File: src/rtl/cbrg_pkg.sv
`timescale 1ns / 1ps

package cbrg_pkg;

    // fixed field widths of the channels
    localparam int unsigned REG_W     = 13;
    localparam int unsigned SRC_ROW_W = 13;

    // action codes carried on the input channel
    localparam logic ACT_START = 1'b0;
    localparam logic ACT_NEXT  = 1'b1;

    // configuration register indexes
    localparam logic [1:0] CFG_IMAGE_WIDTH  = 2'd0;
    localparam logic [1:0] CFG_IMAGE_HEIGHT = 2'd1;
    localparam logic [1:0] CFG_GFX_ENABLE   = 2'd2;

    typedef enum logic [2:0] {
        ST_ROW      = 3'd0,
        ST_ACCEPTED = 3'd1,
        ST_EMPTY    = 3'd2,
        ST_REJECTED = 3'd3,
        ST_IDLE     = 3'd4
    } status_t;

    typedef struct packed {
        logic        action;
        logic [15:0] dest_x;
        logic [15:0] dest_y;
        logic [11:0] src_x;
        logic [11:0] src_y;
        logic [12:0] copy_width;
        logic [12:0] copy_height;
    } in_item_t;

    typedef struct packed {
        status_t     status;
        logic [15:0] dest_offset;
        logic [23:0] src_offset;
        logic [8:0]  row_length;
        logic        last_row;
    } out_item_t;

endpackage

File: src/rtl/cbrg_in_if.sv
`timescale 1ns / 1ps

interface cbrg_in_if
    import cbrg_pkg::*;
();
    logic     valid;
    logic     ready;
    in_item_t data;

    modport source (output valid, output data, input ready);
    modport sink (input valid, input data, output ready);
endinterface

File: src/rtl/cbrg_out_if.sv
`timescale 1ns / 1ps

interface cbrg_out_if
    import cbrg_pkg::*;
();
    logic      valid;
    logic      ready;
    out_item_t data;

    modport source (output valid, output data, input ready);
    modport sink (input valid, input data, output ready);
endinterface

File: src/rtl/cbrg_clip.sv
`timescale 1ns / 1ps

// clips the requested rectangle to the image, then to the screen
module cbrg_clip
    import cbrg_pkg::*;
#(
    parameter int unsigned SCREEN_WIDTH  = 320,
    parameter int unsigned SCREEN_HEIGHT = 200,
    parameter int unsigned DIM_W         = 13,
    parameter int unsigned CW            = 9,
    parameter int unsigned RW            = 8
) (
    input  in_item_t         item,
    input  logic [DIM_W-1:0] cap_w,
    input  logic [DIM_W-1:0] cap_h,
    output logic [CW-1:0]    clip_w,
    output logic [RW-1:0]    clip_h
);

    logic [12:0] cap_w13, cap_h13;
    logic [12:0] sx13, sy13;
    logic [12:0] room_ix, room_iy;
    logic [12:0] w_img, h_img;
    logic [15:0] room_sx, room_sy;
    logic [15:0] w16, h16;
    logic [15:0] w_scr, h_scr;

    assign cap_w13 = 13'(cap_w);
    assign cap_h13 = 13'(cap_h);
    assign sx13    = {1'b0, item.src_x};
    assign sy13    = {1'b0, item.src_y};
    assign room_ix = cap_w13 - sx13;
    assign room_iy = cap_h13 - sy13;

    // image clip
    always_comb
    begin
        if (sx13 >= cap_w13)
            w_img = '0;
        else if (item.copy_width > room_ix)
            w_img = room_ix;
        else
            w_img = item.copy_width;

        if (sy13 >= cap_h13)
            h_img = '0;
        else if (item.copy_height > room_iy)
            h_img = room_iy;
        else
            h_img = item.copy_height;
    end

    assign room_sx = 16'(SCREEN_WIDTH) - item.dest_x;
    assign room_sy = 16'(SCREEN_HEIGHT) - item.dest_y;
    assign w16     = {3'd0, w_img};
    assign h16     = {3'd0, h_img};

    // screen clip
    always_comb
    begin
        if (item.dest_x >= 16'(SCREEN_WIDTH))
            w_scr = '0;
        else if (w16 > room_sx)
            w_scr = room_sx;
        else
            w_scr = w16;

        if (item.dest_y >= 16'(SCREEN_HEIGHT))
            h_scr = '0;
        else if (h16 > room_sy)
            h_scr = room_sy;
        else
            h_scr = h16;
    end

    assign clip_w = CW'(w_scr);
    assign clip_h = RW'(h_scr);

endmodule

File: src/rtl/clipped_blit_row_generator.sv
`timescale 1ns / 1ps

// channel   dir  handshake          payload
// in_ch     in   valid / ready      in_item_t: action, rectangle fields
// out_ch    out  valid / ready      out_item_t: status, offsets, length, last mark
// cfg       in   cfg_we, no ready   cfg_index selects register, cfg_data value
//
// an input transfer lands in an input register; combinational clip or
// row-offset logic (a multiply and an add per offset) fills the output register
// sustained rate is one item per clock unless out_ch stalls; out_ch.valid is registered
// a start item is clipped and, if accepted, stored in the row state, each next item reads
// that state and, while rows are pending, advances it as the item moves into the output register
// rst_n clears the control flags, the row state and the config registers
// a stalled out_ch holds both stages; in_ch.ready drops only while both are full
module clipped_blit_row_generator
    import cbrg_pkg::*;
#(
    parameter int unsigned SCREEN_WIDTH  = 320,
    parameter int unsigned SCREEN_HEIGHT = 200,
    parameter int unsigned MAX_IMAGE_DIM = 4096
) (
    input  logic              clk,
    input  logic              rst_n,
    cbrg_in_if.sink           in_ch,
    cbrg_out_if.source        out_ch,
    input  logic              cfg_we,
    input  logic [1:0]        cfg_index,
    input  logic [REG_W-1:0]  cfg_data
);

    // column / length width and row width on screen
    localparam int unsigned CW  = $clog2(SCREEN_WIDTH + 1);
    localparam int unsigned RW  = $clog2(SCREEN_HEIGHT + 1);
    // width of a capped image dimension
    localparam int unsigned IW  = $clog2(MAX_IMAGE_DIM + 1);
    localparam int unsigned DW  = (IW < REG_W) ? IW : REG_W;
    localparam int unsigned DOW = RW + CW;
    localparam int unsigned SPW = SRC_ROW_W + DW;

    // configuration registers
    logic [REG_W-1:0] image_width_reg;
    logic [REG_W-1:0] image_height_reg;
    logic             gfx_en_reg;

    // input stage
    logic     s1_valid_reg;
    in_item_t item_reg;

    // output stage
    logic      out_valid_reg;
    out_item_t out_data_reg;
    out_item_t result_next;

    // row state of the pending blit
    logic [RW-1:0]        rows_left_reg, rows_left_next;
    logic [RW-1:0]        dest_row_reg, dest_row_next;
    logic [SRC_ROW_W-1:0] src_row_reg, src_row_next;
    logic [CW-1:0]        clip_len_reg, clip_len_next;
    logic [CW-1:0]        dest_col_reg, dest_col_next;
    logic [11:0]          src_col_reg, src_col_next;

    logic          out_free;
    logic          s1_fire;
    logic [DW-1:0] cap_w, cap_h;
    logic [CW-1:0] clip_w;
    logic [RW-1:0] clip_h;
    logic [DOW-1:0] dest_prod;
    logic [SPW-1:0] src_prod;
    logic [15:0]    dest_off;
    logic [23:0]    src_off;

    // ---------------------------------------------------------------
    // configuration writes
    // ---------------------------------------------------------------
    always_ff @(posedge clk or negedge rst_n)
    begin
        if (!rst_n)
        begin
            image_width_reg  <= '0;
            image_height_reg <= '0;
            gfx_en_reg       <= 1'b0;
        end
        else if (cfg_we)
        begin
            unique case (cfg_index)
                CFG_IMAGE_WIDTH:  image_width_reg  <= cfg_data;
                CFG_IMAGE_HEIGHT: image_height_reg <= cfg_data;
                CFG_GFX_ENABLE:   gfx_en_reg       <= cfg_data[0];
                default:          ;
            endcase
        end
    end

    // oversized image dimensions act as the maximum
    assign cap_w = ({19'd0, image_width_reg} > 32'(MAX_IMAGE_DIM)) ?
                   DW'(MAX_IMAGE_DIM) : DW'(image_width_reg);
    assign cap_h = ({19'd0, image_height_reg} > 32'(MAX_IMAGE_DIM)) ?
                   DW'(MAX_IMAGE_DIM) : DW'(image_height_reg);

    // ---------------------------------------------------------------
    // handshake: the input stage moves whenever the output register
    // is empty or being drained this cycle
    // ---------------------------------------------------------------
    assign out_free    = !out_valid_reg || out_ch.ready;
    assign s1_fire     = s1_valid_reg && out_free;
    assign in_ch.ready = !s1_valid_reg || out_free;

    always_ff @(posedge clk or negedge rst_n)
    begin
        if (!rst_n)
            s1_valid_reg <= 1'b0;
        else if (in_ch.ready)
            s1_valid_reg <= in_ch.valid;
    end

    always_ff @(posedge clk)
    begin
        if (in_ch.valid && in_ch.ready)
            item_reg <= in_ch.data;
    end

    // ---------------------------------------------------------------
    // start path: clip rectangle
    // ---------------------------------------------------------------
    cbrg_clip #(
        .SCREEN_WIDTH  (SCREEN_WIDTH),
        .SCREEN_HEIGHT (SCREEN_HEIGHT),
        .DIM_W         (DW),
        .CW            (CW),
        .RW            (RW)
    ) u_clip (
        .item   (item_reg),
        .cap_w  (cap_w),
        .cap_h  (cap_h),
        .clip_w (clip_w),
        .clip_h (clip_h)
    );

    // ---------------------------------------------------------------
    // next path: row offsets, src offset wraps at 24 bits
    // ---------------------------------------------------------------
    assign dest_prod = DOW'(dest_row_reg) * DOW'(SCREEN_WIDTH);
    assign dest_off  = 16'(dest_prod + DOW'(dest_col_reg));
    assign src_prod  = SPW'(src_row_reg) * SPW'(cap_w);
    assign src_off   = 24'(src_prod) + 24'(src_col_reg);

    always_comb
    begin
        rows_left_next = rows_left_reg;
        dest_row_next  = dest_row_reg;
        src_row_next   = src_row_reg;
        clip_len_next  = clip_len_reg;
        dest_col_next  = dest_col_reg;
        src_col_next   = src_col_reg;

        result_next             = '0;
        result_next.status      = ST_IDLE;

        if (item_reg.action == ACT_START)
        begin
            // any start drops the rows still pending
            rows_left_next = '0;
            if (!gfx_en_reg)
                result_next.status = ST_REJECTED;
            else if (clip_w == '0 || clip_h == '0)
                result_next.status = ST_EMPTY;
            else
            begin
                rows_left_next     = clip_h;
                dest_row_next      = RW'(item_reg.dest_y);
                src_row_next       = SRC_ROW_W'(item_reg.src_y);
                clip_len_next      = clip_w;
                dest_col_next      = CW'(item_reg.dest_x);
                src_col_next       = item_reg.src_x;
                result_next.status = ST_ACCEPTED;
            end
        end
        else if (rows_left_reg != '0)
        begin
            result_next.status      = ST_ROW;
            result_next.dest_offset = dest_off;
            result_next.src_offset  = src_off;
            result_next.row_length  = 9'(clip_len_reg);
            result_next.last_row    = (rows_left_reg == RW'(1));
            rows_left_next          = rows_left_reg - RW'(1);
            dest_row_next           = dest_row_reg + RW'(1);
            src_row_next            = src_row_reg + SRC_ROW_W'(1);
        end
    end

    always_ff @(posedge clk or negedge rst_n)
    begin
        if (!rst_n)
        begin
            rows_left_reg <= '0;
            dest_row_reg  <= '0;
            src_row_reg   <= '0;
            clip_len_reg  <= '0;
            dest_col_reg  <= '0;
            src_col_reg   <= '0;
        end
        else if (s1_fire)
        begin
            rows_left_reg <= rows_left_next;
            dest_row_reg  <= dest_row_next;
            src_row_reg   <= src_row_next;
            clip_len_reg  <= clip_len_next;
            dest_col_reg  <= dest_col_next;
            src_col_reg   <= src_col_next;
        end
    end

    // ---------------------------------------------------------------
    // output register
    // ---------------------------------------------------------------
    always_ff @(posedge clk or negedge rst_n)
    begin
        if (!rst_n)
            out_valid_reg <= 1'b0;
        else if (s1_fire)
            out_valid_reg <= 1'b1;
        else if (out_ch.ready)
            out_valid_reg <= 1'b0;
    end

    always_ff @(posedge clk)
    begin
        if (s1_fire)
            out_data_reg <= result_next;
    end

    assign out_ch.valid = out_valid_reg;
    assign out_ch.data  = out_data_reg;

`ifndef ASSERT_OFF
    // a pending blit always has a nonzero row length
    a_len_nonzero: assert property (@(posedge clk) disable iff (!rst_n)
        rows_left_reg != '0 |-> clip_len_reg != '0)
        else $error("rows pending with zero row length");

    // the last row of a blit leaves no rows pending
    a_last_drains: assert property (@(posedge clk) disable iff (!rst_n)
        s1_fire && result_next.status == ST_ROW && result_next.last_row
        |=> rows_left_reg == '0)
        else $error("rows still pending after last row");

    // a result that is no row descriptor carries zero fields
    a_non_row_zero: assert property (@(posedge clk) disable iff (!rst_n)
        out_valid_reg && out_data_reg.status != ST_ROW
        |-> out_data_reg.dest_offset == '0 && out_data_reg.src_offset == '0 &&
            out_data_reg.row_length == '0 && !out_data_reg.last_row)
        else $error("non-row result with nonzero fields");

    // an item leaving the input stage always shows up at the output
    a_fire_to_out: assert property (@(posedge clk) disable iff (!rst_n)
        s1_fire |=> out_valid_reg)
        else $error("item lost between stages");

    // pending row count only drops by one unless a start item passed
    a_rows_step: assert property (@(posedge clk) disable iff (!rst_n)
        s1_fire && item_reg.action == ACT_NEXT && rows_left_reg != '0
        |=> rows_left_reg == $past(rows_left_reg) - RW'(1))
        else $error("row count stepped wrongly");
`endif

endmodule

File: src/flat_wrapper.sv
// flat-port wrapper written by rule: the top's interface ports become plain ports
module clipped_blit_row_generator_flat import cbrg_pkg::*;
#(
    parameter int unsigned SCREEN_WIDTH  = 320,
    parameter int unsigned SCREEN_HEIGHT = 200,
    parameter int unsigned MAX_IMAGE_DIM = 4096
)
  (clk, rst_n, cfg_we, cfg_index, cfg_data, in_ch_valid, in_ch_data, in_ch_ready, out_ch_valid, out_ch_data, out_ch_ready);
  cbrg_in_if in_ch_i ();
  cbrg_out_if out_ch_i ();
  input  logic clk;
  input  logic rst_n;
  input  logic cfg_we;
  input  logic [1:0] cfg_index;
  input  logic [REG_W-1:0] cfg_data;
  input wire logic [$bits(in_ch_i.valid)-1:0] in_ch_valid;
  input wire logic [$bits(in_ch_i.data)-1:0] in_ch_data;
  output wire logic [$bits(in_ch_i.ready)-1:0] in_ch_ready;
  output wire logic [$bits(out_ch_i.valid)-1:0] out_ch_valid;
  output wire logic [$bits(out_ch_i.data)-1:0] out_ch_data;
  input wire logic [$bits(out_ch_i.ready)-1:0] out_ch_ready;
  assign in_ch_i.valid = in_ch_valid;
  assign in_ch_i.data = in_ch_data;
  assign in_ch_ready = in_ch_i.ready;
  assign out_ch_valid = out_ch_i.valid;
  assign out_ch_data = out_ch_i.data;
  assign out_ch_i.ready = out_ch_ready;
  clipped_blit_row_generator #(.SCREEN_WIDTH(SCREEN_WIDTH), .SCREEN_HEIGHT(SCREEN_HEIGHT), .MAX_IMAGE_DIM(MAX_IMAGE_DIM)) u_core (.clk(clk), .rst_n(rst_n), .in_ch(in_ch_i), .out_ch(out_ch_i), .cfg_we(cfg_we), .cfg_index(cfg_index), .cfg_data(cfg_data));
endmodule
File: config.mk
export PLATFORM = sky130hd
export DESIGN_NAME = clipped_blit_row_generator_flat
export DESIGN_NICKNAME = d
export VERILOG_FILES = /design/src/rtl/cbrg_pkg.sv /design/src/rtl/cbrg_in_if.sv /design/src/rtl/cbrg_out_if.sv /design/src/rtl/cbrg_clip.sv /design/src/rtl/clipped_blit_row_generator.sv /design/src/flat_wrapper.sv
export SDC_FILE = /design/constraint.sdc
export NUM_CORES = 1
export LEC_CHECK = 0
export BUFFER_PORTS_ARGS = -buffer_cell sky130_fd_sc_hd__clkbuf_2
export CAP_MARGIN = 25
export CORE_MARGIN = 2
export CORE_UTILIZATION = 45
export DETAILED_ROUTE_END_ITERATION = 10
export PLACE_DENSITY = 0.74
export RECOVER_POWER = 50
export SLEW_MARGIN = 20
export SYNTH_ARGS = -nofsm -noshare
export SYNTH_HDL_FRONTEND = slang
export SYNTH_SLANG_ARGS = --single-unit
File: constraint.sdc
create_clock -name clk -period 9.6 [get_ports clk]
set_clock_uncertainty 0.2 [all_clocks]
set_input_delay 0.48 -clock clk [delete_from_list [all_inputs] [get_ports clk]]
set_output_delay 0.48 -clock clk [all_outputs]
set_load 0.005 [all_outputs]
; ---- Yosys cells after proc, flatten, opt, wreduce, memory -nomap -nowiden
; Index checks and enable logic that the tools add are counted.
[word_totals]
register_bits = 224
inputBits = 103
elab_cells = 99
output_inout_bits = 55
[op_classes]
order_cmp = 10
eq_ne = 5
muxes = 28
n_addsub = 9
bitwise_logic = 2
multipliers = 2
n_reduce_logical = 20
[ops]
columns = operator, count
row1 = two-way mux 13 bit, 10
row2 = two-way mux 8 bit, 10
row3 = two-way mux 53 bit, 1
row4 = greater-than comparator 13 x 16 -> 1 bit, 2
row5 = greater-or-equal comparator 12 x 13 -> 1 bit, 2
row6 = greater-than comparator 13 bit, 2
row7 = "greater-than comparator 13 bit, second input constant", 2
row8 = subtractor 13 x 12 -> 13 bit, 2
row9 = adder 24 x 12 -> 24 bit, 1
row10 = multiplier 13 x 13 -> 24 bit, 1
row11 = two-way mux 9 bit, 2
row12 = adder 16 x 9 -> 16 bit, 1
row13 = "greater-or-equal comparator 16 x 8 -> 1 bit, second input constant", 1
row14 = "greater-or-equal comparator 16 x 9 -> 1 bit, second input constant", 1
row15 = "subtractor 8 x 16 -> 16 bit, first input constant", 1
row16 = "subtractor 9 x 16 -> 16 bit, first input constant", 1
row17 = "adder 13 x 1 -> 13 bit, second input constant", 1
row18 = "multiplier 8 x 3 -> 10 bit, second input constant", 1
row19 = AND reduction 2 bit, 5
row20 = zero test 9 bit, 1
row21 = "adder 8 x 1 -> 8 bit, second input constant", 1
row22 = "equality test 8 x 1 -> 1 bit, second input constant", 1
row23 = zero test 8 bit, 1
row24 = AND reduction 4 bit, 2
row25 = 15 further kinds, 23

; ---- Longest topological paths before layout
; Gate-level depths: netlist of the first run.
[depth]
depth_word = 14
ltp_mapped = 35
depth_no_buf = 31

; ---- By module
; A second synthesis of the first run with hierarchy kept.
[unflattened]
cells_unflattened = 1920
area_unflattened_um2 = 18735.5
[by_module_without_submodules]
columns = mod, seq_area_each_um2, instances, cells_per_inst, area_per_inst_um2
row1 = clipped_blit_row_generator, 6286.0, 1, 1383, 14980.6
row2 = cbrg_clip, 0.0, 1, 537, 3754.9

; ---- Least setup slack after synthesis of the first run
; Ideal clock, no wire load.
[synth_timing]
path_type = reg-to-reg
startpoint = register u_core.image_width_reg[12]
endpoint = register u_core.clip_len_reg[1]
required_ps = 9275
stages_incl_launch_ff = 34
path_buffers = 6
period_less_slack_ps = 7678
setup_ps = 125
arrival_time_ps = 7354
path_slack_ps = 1922
cell_sequence = dfrtp_1 -> clkbuf_1 -> clkbuf_1 -> nor2b_1 -> clkbuf_1 -> ha_1 -> a21oi_1 -> nor2b_1 -> or3_1 -> and3_1 -> o21a_1 -> nor2_1 -> xor2_1 -> ha_1 -> nand4_1 -> nor2_1 -> o311ai_0 -> a21oi_1 -> clkbuf_1 -> mux2_2 -> nor2_1 -> ha_1 -> a211oi_1 -> nor2_1 -> nor3_1 -> a21boi_0 -> o21a_2 -> or4b_4 -> o221ai_4 -> and3_1 -> and2_1 -> buf_2 -> buf_6 -> mux2_2
[synth_between]
elab_chain_len = 13
elab_cells_between_ends = 14
cone_classes = add/sub: 1 / order compare: 4 / mux: 5 / bitwise: 1 / reduce/logical: 3
[synth_lines]
columns = element, line
row1 = "start, declared", clipped_blit_row_generator.sv:41  ; logic [REG_W-1:0] image_width_reg;
row2 = "start signal, assigned", clipped_blit_row_generator.sv:86  ; CFG_IMAGE_WIDTH: image_width_reg <= cfg_data;
row3 = greater-than comparator 13 bit, clipped_blit_row_generator.sv:95  ; assign cap_w = ({19'd0, image_width_reg} > 32'(MAX_IMAGE_DIM)) ?
row4 = two-way mux 13 bit (*), clipped_blit_row_generator.sv:95
row5 = subtractor 13 x 12 -> 13 bit, cbrg_clip.sv:32  ; assign room_ix = cap_w13 - sx13;
row6 = greater-than comparator 13 bit, cbrg_clip.sv:40  ; else if (item.copy_width > room_ix)
row7 = two-way mux 13 bit, cbrg_clip.sv:40
row8 = two-way mux 13 bit (*), cbrg_clip.sv:38  ; if (sx13 >= cap_w13)
row9 = greater-than comparator 13 x 16 -> 1 bit, cbrg_clip.sv:63  ; else if (w16 > room_sx)
row10 = two-way mux 9 bit (*), cbrg_clip.sv:63
row11 = two-way mux 9 bit (*), cbrg_clip.sv:61  ; if (item.dest_x >= 16'(SCREEN_WIDTH))
row12 = zero test 9 bit, clipped_blit_row_generator.sv:165  ; else if (clip_w == '0 || clip_h == '0)
row13 = logical OR 1 bit, clipped_blit_row_generator.sv:165
row14 = inverter 1 bit (no source line), --
row15 = AND reduction 4 bit (no source line), --
row16 = "end signal, assigned", clipped_blit_row_generator.sv:207  ; clip_len_reg <= clip_len_next;
row17 = "end, declared", clipped_blit_row_generator.sv:58  ; logic [CW-1:0] clip_len_reg, clip_len_next;
; Every way passes the cells marked *; elsewhere a longest branch is shown, timed or not.
; A chain may end at the register's enable or synchronous reset.

; ---- Worst setup path after layout of the first run
[layout_timing]
startpoint = register u_core.image_width_reg[12]
endpoint = register u_core.clip_len_reg[5]
; The elaborated chain is that of the path after synthesis.

==> results_dict.tcl, run 1 <==
set metrics [dict create \
    status "complete, but fails checks" \
    violations "max-capacitance violations, max-slew violations" \
    worstPathRequired_ns 9.83 \
    path_clk_slew_ns 0.07 \
    overflow 0 \
    grt_pass1_wl_mm 77.5 \
    place.gp.congestion 0.923 \
    initial_core_util 0.456 \
    firstDrtPassIters 5 \
    max_stage_delay_ns 0.67 \
    pwr_density_cell_nw_per_um2 229 \
    crit_top_cell "buf_4" \
    worst_ep_arrival_time_ns 8.97 \
    power_mw 5.01 \
    slew_headroom -1.19 \
    syn_avg_cell_area_um2 9.97 \
    clock_path_buffers 3 \
    fmax_mhz 114 \
    use_met3 0.0301 \
    routed_via_density 5.43 \
    clk_latency_ns 0.58 \
    drv_slew 105 \
    synthToLayoutAreaGrowth_pct 17.4 \
    dieArea_um2 43000 \
    io_pins 158 \
    antenna_left 0 \
    use_met1 0.289 \
    cts_sinks 224 \
    grt_max_degree 84 \
    cts_tree "built" \
    synth.top_cell.area_share 0.219 \
    startpoint_type "register" \
    setup_viol 0 \
    vdd_drop_max_v 0.000153 \
    largest_reg_flops 83 \
    hold_depth 2 \
    synthTopCellsByCount "225 x inv_1, 189 x nand2_1, 178 x ha_1" \
    synth-async-reset-ratio 0.393 \
    synth.most_common_cell "inv_1" \
    cp_slowest_cell "dfrtp_1" \
    cts-root-buf "clkbuf_16" \
    grt_busiest_layer "met2" \
    maxCapViolCount 3 \
    wl_per_cell_um 18.0 \
    fin_area_um2 21900 \
    cts_inserted_buffers 26 \
    synthTopCellsByArea "edfxtp_1 22%, fa_1 14%, ha_1 12%" \
    antenna_found_initial 1 \
    synth_warnings 0 \
    wl_mm 47.9 \
    min_path_type "input port to register" \
    place_ws_ns 0.763 \
    ys_ff_latch 224 \
    drc 0 \
    placed_area_um2 20000 \
    yosysTopAreaCell "edfxtp_1" \
    hold_ws_ns 0.0272 \
    crit_path_end_kind "register" \
    die-width_um 207 \
    rrSetupSlack_ns 0.86 \
    synth_seq_area_share 0.338 \
    grt.met2_usage 0.380 \
    port_buffers 157 \
    core_area_um2 40800 \
    synth_edf_count 136 \
    rsz0062_at_grt "false" \
    reg2reg_to "u_core.clip_len_reg[5]$_DFFE_PN0P_" \
    drive_gt1_frac 0.121 \
    synthesis.nets 2281 \
    grtUsageTotal 0.222 \
    crit_fanout 20 \
    vias 14400 \
    setup_ws_ns 0.857 \
    synth_top_flop_cell "edfxtp_1" \
    first_global_vias 14800 \
    reg2regPathDepth 30 \
    cts_max_level 1 \
    period_share 0.911 \
    nFillCells 3535 \
    holdPathEnd "u_core.image_height_reg[2]$_DFFE_PN0P_" \
    rr_startpoint "u_core.image_width_reg[12]$_DFFE_PN0P_" \
    final_hold_viol_count 0 \
    leakagePower_nw 10.1 \
    min_period_ns 8.74 \
    fin_nets 2519 \
    hp-start "cfg_data[2]" \
    finalSetupTns_ns 0 \
    worstMarginPinSlew_ns 3.29 \
    place.detailed.hpwl_mm 35.9 \
    drtIter0Drc 1043 \
    yosysUniqueCellTypes 70 \
    syn_inst 1868 \
    die_height_um 207 \
    placementRows 74 \
    netlist_area_um2 18600 \
    worstSetupPathType "register to register" \
]
[cell usage in the layout (no fill, tap or decap), drive strengths merged, types with 12 or more instances in the layout]
cell,n
o21ai,74
nand4,19
fa,132
a21o,25
nand2,190
xnor2,38
dlygate4sd3,97
buf,21
nand2b,22
nor2b,45
nor4,13
ha,178
clkbuf,194
a21oi,77
nand3,42
nor2,105
dfrtp,88
nor3,45
and2,79
a211oi,20
or3,12
inv,227
xor2,31
edfxtp,136
mux2,63
[how the worst max path moves through the flow]
stage,startpoint,end,slack [ns],depth (start not counted)
floorplan,u_core.image_width_reg[12]$_DFFE_PN0P_,u_core.clip_len_reg[1]$_DFFE_PN0P_,1.92,33
global placement,u_core.image_width_reg[12]$_DFFE_PN0P_,u_core.clip_len_reg[0]$_DFFE_PN0P_,0.91,31
detailed placement,u_core.image_width_reg[12]$_DFFE_PN0P_,u_core.clip_len_reg[5]$_DFFE_PN0P_,0.76,31
CTS,u_core.image_width_reg[12]$_DFFE_PN0P_,u_core.clip_len_reg[5]$_DFFE_PN0P_,0.64,31
global route,u_core.image_width_reg[12]$_DFFE_PN0P_,u_core.clip_len_reg[7]$_DFFE_PN0P_,0.12,31
finish,u_core.image_width_reg[12]$_DFFE_PN0P_,u_core.clip_len_reg[5]$_DFFE_PN0P_,0.86,30
[per-layer routing]
| layer | vias up | part of all wire | wire length (µm) |
|---|---|---|---|
| met5 | - | 0 | 0 |
| met4 | 0 | 0.036 | 1720 |
| met3 | 107 | 0.051 | 2420 |
| met2 | 449 | 0.48 | 23200 |
| met1 | 7005 | 0.43 | 20600 |
| li1 | 6870 | - | - |
[report_power, final]
part | switching (mW) | leakage (nW) | total, mW | internal (mW)
Sequential | 0.175 | 2.44 | 1.37 | 1.20
Clock | 0.427 | 0.471 | 1.08 | 0.657
Combinational | 1.47 | 7.23 | 2.55 | 1.08
[critical path: cells and delay by family, from the launching register on]
family | cells | cell delay, ns
adders and majority gates | 3 | 0.94
DFF | 1 | 0.67
buffers and inverters | 4 | 1.06
AOI/OAI and AO/OA | 9 | 2.04
muxes | 2 | 0.66
xor gates and xnor gates | 1 | 0.10
and+or+nand+nor | 11 | 2.88
[cell families after synthesis]
group / after synthesis / share of synthesized area
adders and majority gates: 310 / 0.261
DFF: 224 / 0.338
AOI/OAI and AO/OA: 293 / 0.102
and+or+nand+nor: 607 / 0.161
muxes: 72 / 0.0449
xor gates and xnor gates: 69 / 0.0325
buffers and inverters: 293 / 0.0605
[timing repair]
action                                  CTS  global route
gates resized for setup                   0             1
endpoints found under the setup margin    0            11
hold endpoints to repair                135             0
setup buffers                             0             0
hold buffers                             97             0
[final cells by class]
cell class / instances / area [µm²] / share of cell area
clock buffer: 35 / 778 / 0.0356
multi-input combinational: 1351 / 11200 / 0.513
timing repair buffer: 277 / 1890 / 0.0864
clock inverter: 13 / 183 / 0.00835
antenna: 1 / 2.50 / 0.000114
inverter: 226 / 848 / 0.0388
sequential: 224 / 6290 / 0.287
tap: 532 / 666 / 0.0304
[per-stage QoR]
| stage | util | instances |
|---|---|---|
| finish | 0.536 | 2659 |
| global route | 0.536 | 2659 |
| CTS | 0.536 | 2654 |
| detailed placement | 0.489 | 2509 |
| global placement | 0.489 | 2509 |
| floorplan | - | 1868 |
No activity file was read; power rests on OpenSTA's default activity.
==> run 2: changes to the inputs <==
--- a/config.mk
+++ b/config.mk
@@ -7,11 +7,11 @@
 export LEC_CHECK = 0
 export BUFFER_PORTS_ARGS = -buffer_cell sky130_fd_sc_hd__clkbuf_2
 export CAP_MARGIN = 25
-export CORE_MARGIN = 2
+export CORE_MARGIN = 3
 export CORE_UTILIZATION = 45
 export DETAILED_ROUTE_END_ITERATION = 10
 export PLACE_DENSITY = 0.74
-export RECOVER_POWER = 50
+export RECOVER_POWER = 25
 export SLEW_MARGIN = 20
 export SYNTH_ARGS = -nofsm -noshare
 export SYNTH_HDL_FRONTEND = slang
==> run 2 against run 1 <==
Against the previous run:
- the run still ends with max-capacitance violations, max-slew violations left
- design area shrank 0.26%
- maximum frequency up 2.8%
- flip-flop and latch count unchanged
- clock power down 7%
- core utilization increased by 0.59 points
- die area up 1.9%
- first-iteration DRC count about the same
==> results_dict.tcl, run 2 (synthesis results as in run 1) <==
set metrics [dict create \
    reg2reg_to "u_core.clip_len_reg[1]$_DFFE_PN0P_" \
    max_stage_delay_ns 0.59 \
    crit_start "u_core.image_width_reg[0]$_DFFE_PN0P_" \
    min_period_ns 8.51 \
    drtIter0Drc 1044 \
    finalSetupTns_ns 0 \
    hold_ws_ns 0.0427 \
    timing.critical_path.buf_inv 2 \
    hold_depth 2 \
    power_mw 4.94 \
    slew_headroom -0.489 \
    firstDrtPassIters 7 \
    cts_tree "built" \
    cts_inserted_buffers 27 \
    dieArea_um2 43900 \
    grt_max_degree 57 \
    maxCapViolCount 1 \
    violations "max-capacitance violations, max-slew violations" \
    clk_latency_ns 0.58 \
    worstSetupPathType "register to register" \
    fmax_mhz 118 \
    fin_util 0.542 \
    clock_path_buffers 3 \
    path_clk_slew_ns 0.06 \
    initial_core_util 0.462 \
    worst_ep_arrival_time_ns 8.75 \
    layout_commonest_cell "inv_1" \
    worstPathRequired_ns 9.84 \
    first_global_vias 15000 \
    setup_viol 0 \
    drv_slew 34 \
    crit_family "simple AND/OR/NAND/NOR gates" \
    fin_area_um2 21800 \
    place.gp.congestion 0.914 \
    cts_resized 0 \
    ctsHoldBuffers 97 \
    die-width_um 209 \
    final_cell_mix "224 x inv_1, 189 x nand2_1, 178 x ha_1, 141 x clkbuf_2, 136 x edfxtp_1" \
    vdd_drop_max_v 0.000172 \
    placementRows 73 \
    port_buffers 157 \
    grt_pass1_wl_mm 78.1 \
    placed_area_um2 20000 \
    routed_via_density 5.45 \
    antenna_left 0 \
    reg2regPathDepth 30 \
    hp-start "cfg_data[0]" \
    core_area_um2 40300 \
    stdcell_count 2656 \
    wl_per_cell_um 18.0 \
    synthToLayoutAreaGrowth_pct 17.1 \
    wl_mm 47.9 \
    cts-root-buf "clkbuf_16" \
    status "complete, but fails checks" \
    startpoint_type "register" \
    largest_reg_flops 83 \
    worstMarginPinSlew_ns 2.23 \
    antenna_found_initial 2 \
    holdPathEnd "u_core.image_height_reg[0]$_DFFE_PN0P_" \
    place_ws_ns 1.26 \
    setup_ws_ns 1.09 \
    overflow 0 \
    placed_cells 2505 \
    fin_nets 2520 \
    cp_slowest_cell "and2_1" \
    drive_gt1_frac 0.134 \
    drc 0 \
    grtUsageTotal 0.219 \
    crit_fanout 17 \
    rrSetupSlack_ns 1.09 \
    place.detailed.hpwl_mm 35.8 \
    final_hold_viol_count 0 \
    rr_startpoint "u_core.image_width_reg[0]$_DFFE_PN0P_" \
    io_pins 158 \
    post_cts_buffers 0 \
    pwr_density_cell_nw_per_um2 227 \
    die_height_um 209 \
    leakagePower_nw 10.2 \
    crit_path_end_kind "register" \
    min_path_type "input port to register" \
    rsz0062_at_grt "false" \
    cts_max_level 1 \
    cts_sinks 224 \
    vias 14500 \
    period_share 0.886 \
]
==> run 2: area by class of cell <==
cell class	count	area (µm²)
antenna	3	7.51
clock buffer	32	704
clock inverter	18	163
fill	3518	18500
inverter	226	848
multi-input combinational	1351	11200
sequential	224	6290
tap	525	657
timing repair buffer	277	1930
==> run 2: worst max path at each step <==
| stage | end | slack, ns | depth (start not counted) |
|---|---|---|---|
| finish | u_core.clip_len_reg[1]$_DFFE_PN0P_ | 1.09 | 30 |
| global route | u_core.clip_len_reg[5]$_DFFE_PN0P_ | 0.44 | 30 |
| CTS | u_core.clip_len_reg[1]$_DFFE_PN0P_ | 1.19 | 30 |
| detailed placement | u_core.dest_col_reg[8]$_DFFE_PN0P_ | 1.26 | 31 |
| global placement | u_core.src_col_reg[10]$_DFFE_PN0P_ | 1.49 | 31 |
| floorplan | u_core.clip_len_reg[1]$_DFFE_PN0P_ | 1.92 | 33 |
==> run 2: worst reg2reg max path, delay by kind of cell (launching register included) <==
family,cells,cell delay [ns]
xor gates and xnor gates,1,0.09
DFF,1,0.36
muxes,2,0.65
AOI/OAI and AO/OA,8,1.94
buffers and inverters,2,0.53
and+or+nand+nor,13,3.33
adders and majority gates,4,1.29
==> run 2: where the power goes <==
group / leakage (nW) / switching [mW] / internal, mW
Combinational: 7.33 / 1.49 / 1.09
Sequential: 2.44 / 0.166 / 1.20
Clock: 0.415 / 0.419 / 0.580
Total: 10.2 / 2.07 / 2.87
==> run 2: metal layers <==
metal	track usage	part of all wire	up-vias	wire, µm
li1	-	-	6880	-
met1	0.289	0.43	7024	20400
met2	0.368	0.48	485	22900
met3	0.0354	0.063	96	2990
met4	0.0739	0.034	0	1610
met5	0	0	-	0
==> run 3: changes to the inputs <==
==> constraint.sdc (replaced) <==
create_clock -name clk -period 9.6 [get_ports clk]
set_clock_uncertainty 0.2 [all_clocks]
set_input_delay 0.96 -clock clk [delete_from_list [all_inputs] [get_ports clk]]
set_output_delay 0.96 -clock clk [all_outputs]
set_load 0.005 [all_outputs]
==> run 3 against run 2 <==
Against the previous run:
- the run still ends with max-capacitance violations, max-slew violations left
- worst setup slack improved by 0.090 ns
- clock power about the same
- die area did not move
- largest power group unchanged
- register-to-register slack improved by 0.09 ns
- flip-flop and latch count unchanged
- combinational power shrank 2%
- non-clock buffer count down 96
- via count fell by 3.1%
- hold slack better by 0.25 ns
- sequential share of layout area is 1.4 points higher
- sequential power barely moved
- core utilization fell by 2.5 points
==> results_dict.tcl, run 3 (synthesis results as in run 1) <==
set metrics [dict create \
    pwr_density_cell_nw_per_um2 234 \
    antenna_found_initial 0 \
    vias 14000 \
    maxCapViolCount 1 \
    routed_via_density 5.50 \
    largest_reg_flops 83 \
    leakagePower_nw 9.78 \
    die_height_um 209 \
    place.detailed.hpwl_mm 36.3 \
    period_share 0.877 \
    die-width_um 209 \
    fmax_mhz 119 \
    worstMarginPinSlew_ns 1.79 \
    clk_latency_ns 0.56 \
    drc 0 \
    rrSetupSlack_ns 1.18 \
    drv_slew 29 \
    cts_max_level 1 \
    crit_start "u_core.image_width_reg[12]$_DFFE_PN0P_" \
    port_buffers 157 \
    cts_sinks 224 \
    slew_headroom -0.192 \
    overflow 0 \
    startpoint_type "register" \
    vdd_drop_max_v 0.000147 \
    initial_core_util 0.462 \
    first_global_vias 14400 \
    grt_max_degree 62 \
    cts_resized 0 \
    crit_fanout 17 \
    crit_top_cell "ha_1" \
    final_hold_viol_count 0 \
    stdcell_count 2555 \
    crit_end "u_core.clip_len_reg[8]$_DFFE_PN0P_" \
    setup_viol 0 \
    drtIter0Drc 1002 \
    firstDrtPassIters 6 \
    layout_commonest_cell "inv_1" \
    reg2reg_to "u_core.clip_len_reg[8]$_DFFE_PN0P_" \
    multi_input_area_um2 11200 \
    worstPathRequired_ns 9.82 \
    antennaDiodeCount 0 \
    reg2regPathDepth 30 \
    cts_tree "built" \
    hold_ws_ns 0.296 \
    worstSetupPathType "register to register" \
    grt_pass1_wl_mm 75.3 \
    drive_gt1_frac 0.141 \
    wl_per_cell_um 18.1 \
    ctsHoldBuffers 0 \
    min_path_type "register to register" \
    fin_nets 2423 \
    core_area_um2 40300 \
    rsz0062_at_grt "false" \
    violations "max-capacitance violations, max-slew violations" \
    rr_startpoint "u_core.image_width_reg[12]$_DFFE_PN0P_" \
    synthToLayoutAreaGrowth_pct 11.8 \
    place.gp.congestion 0.931 \
    clock_path_buffers 3 \
    status "complete, but fails checks" \
    seq_area_um2 6290 \
    max_stage_delay_ns 0.61 \
    nFillCells 3653 \
    finalSetupTns_ns 0 \
    io_pins 158 \
    post_cts_buffers 0 \
    cts-root-buf "clkbuf_16" \
    cts_inserted_buffers 26 \
    placementRows 73 \
    cp_slowest_cell "and2_1" \
    min_period_ns 8.42 \
    placed_cells 2505 \
    antenna_left 0 \
    dieArea_um2 43900 \
    final_cell_mix "224 x inv_1, 189 x nand2_1, 178 x ha_1, 138 x clkbuf_2, 136 x edfxtp_1" \
    crit_path_end_kind "register" \
    worst_ep_arrival_time_ns 8.63 \
    wl_mm 46.3 \
    grtUsageTotal 0.210 \
    path_clk_slew_ns 0.06 \
]
==> run 3: layout make-up <==
| type | count | share of cell area |
|---|---|---|
| Clock buffer | 34 | 0.0362 |
| Multi-Input combinational cell | 1351 | 0.539 |
| Clock inverter | 14 | 0.00493 |
| Timing Repair Buffer | 181 | 0.0460 |
| Inverter | 226 | 0.0407 |
| Sequential cell | 224 | 0.302 |
| Tap cell | 525 | 0.0315 |
==> run 3: worst min-delay path by stage <==
stage,from,end,slack [ns],depth (start not counted)
global route,u_core.dest_col_reg[2]$_DFFE_PN0P_,u_core.dest_col_reg[2]$_DFFE_PN0P_,0.31,1
detailed placement,u_core.image_width_reg[5]$_DFFE_PN0P_,u_core.image_width_reg[5]$_DFFE_PN0P_,0.29,1
floorplan,u_core.s1_valid_reg$_DFFE_PN0N_,u_core.out_ch.valid$_DFFE_PN0P_,0.26,1
global placement,u_core.s1_valid_reg$_DFFE_PN0N_,u_core.out_ch.valid$_DFFE_PN0P_,0.27,1
CTS,rst_n,u_core.dest_col_reg[5]$_DFFE_PN0P_,0.13,1
finish,u_core.clip_len_reg[1]$_DFFE_PN0P_,u_core.clip_len_reg[1]$_DFFE_PN0P_,0.30,1
==> run 3: worst max-delay path: cells and delay by family (launching register included) <==
kind,cells,cell delay (ns)
adder cells (fa/ha/maj),4,1.36
multiplexers,2,0.67
buffers and inverters,2,0.53
flip-flops,1,0.37
AND/OR/NAND/NOR,11,2.78
AO/OA/AOI/OAI,10,2.25
XOR/XNOR,1,0.09
==> run 3: layer usage <==
metal	global-route usage	routed length, µm	vias up
met2	0.354	22200	486
met5	0	0	-
met1	0.281	19900	6786
li1	-	-	6674
met3	0.0329	2860	94
met4	0.0607	1380	0
==> run 3: stage by stage <==
step	util	worst slack [ns]	cell area (µm²)	power [mW]
floorplan	-	1.92	18600	3.25
global placement	0.495	1.58	20000	3.82
detailed placement	0.496	1.26	20000	3.90
CTS	0.517	1.18	20800	4.91
global route	0.517	0.603	20800	5.34
finish	0.517	1.18	20800	4.88
==> run 3: report_power, final <==
group / internal (mW) / total, mW / leakage, nW / switching, mW
logic: 1.07 / 2.54 / 6.92 / 1.48
clock network: 0.559 / 0.970 / 0.424 / 0.411
registers: 1.20 / 1.36 / 2.44 / 0.166
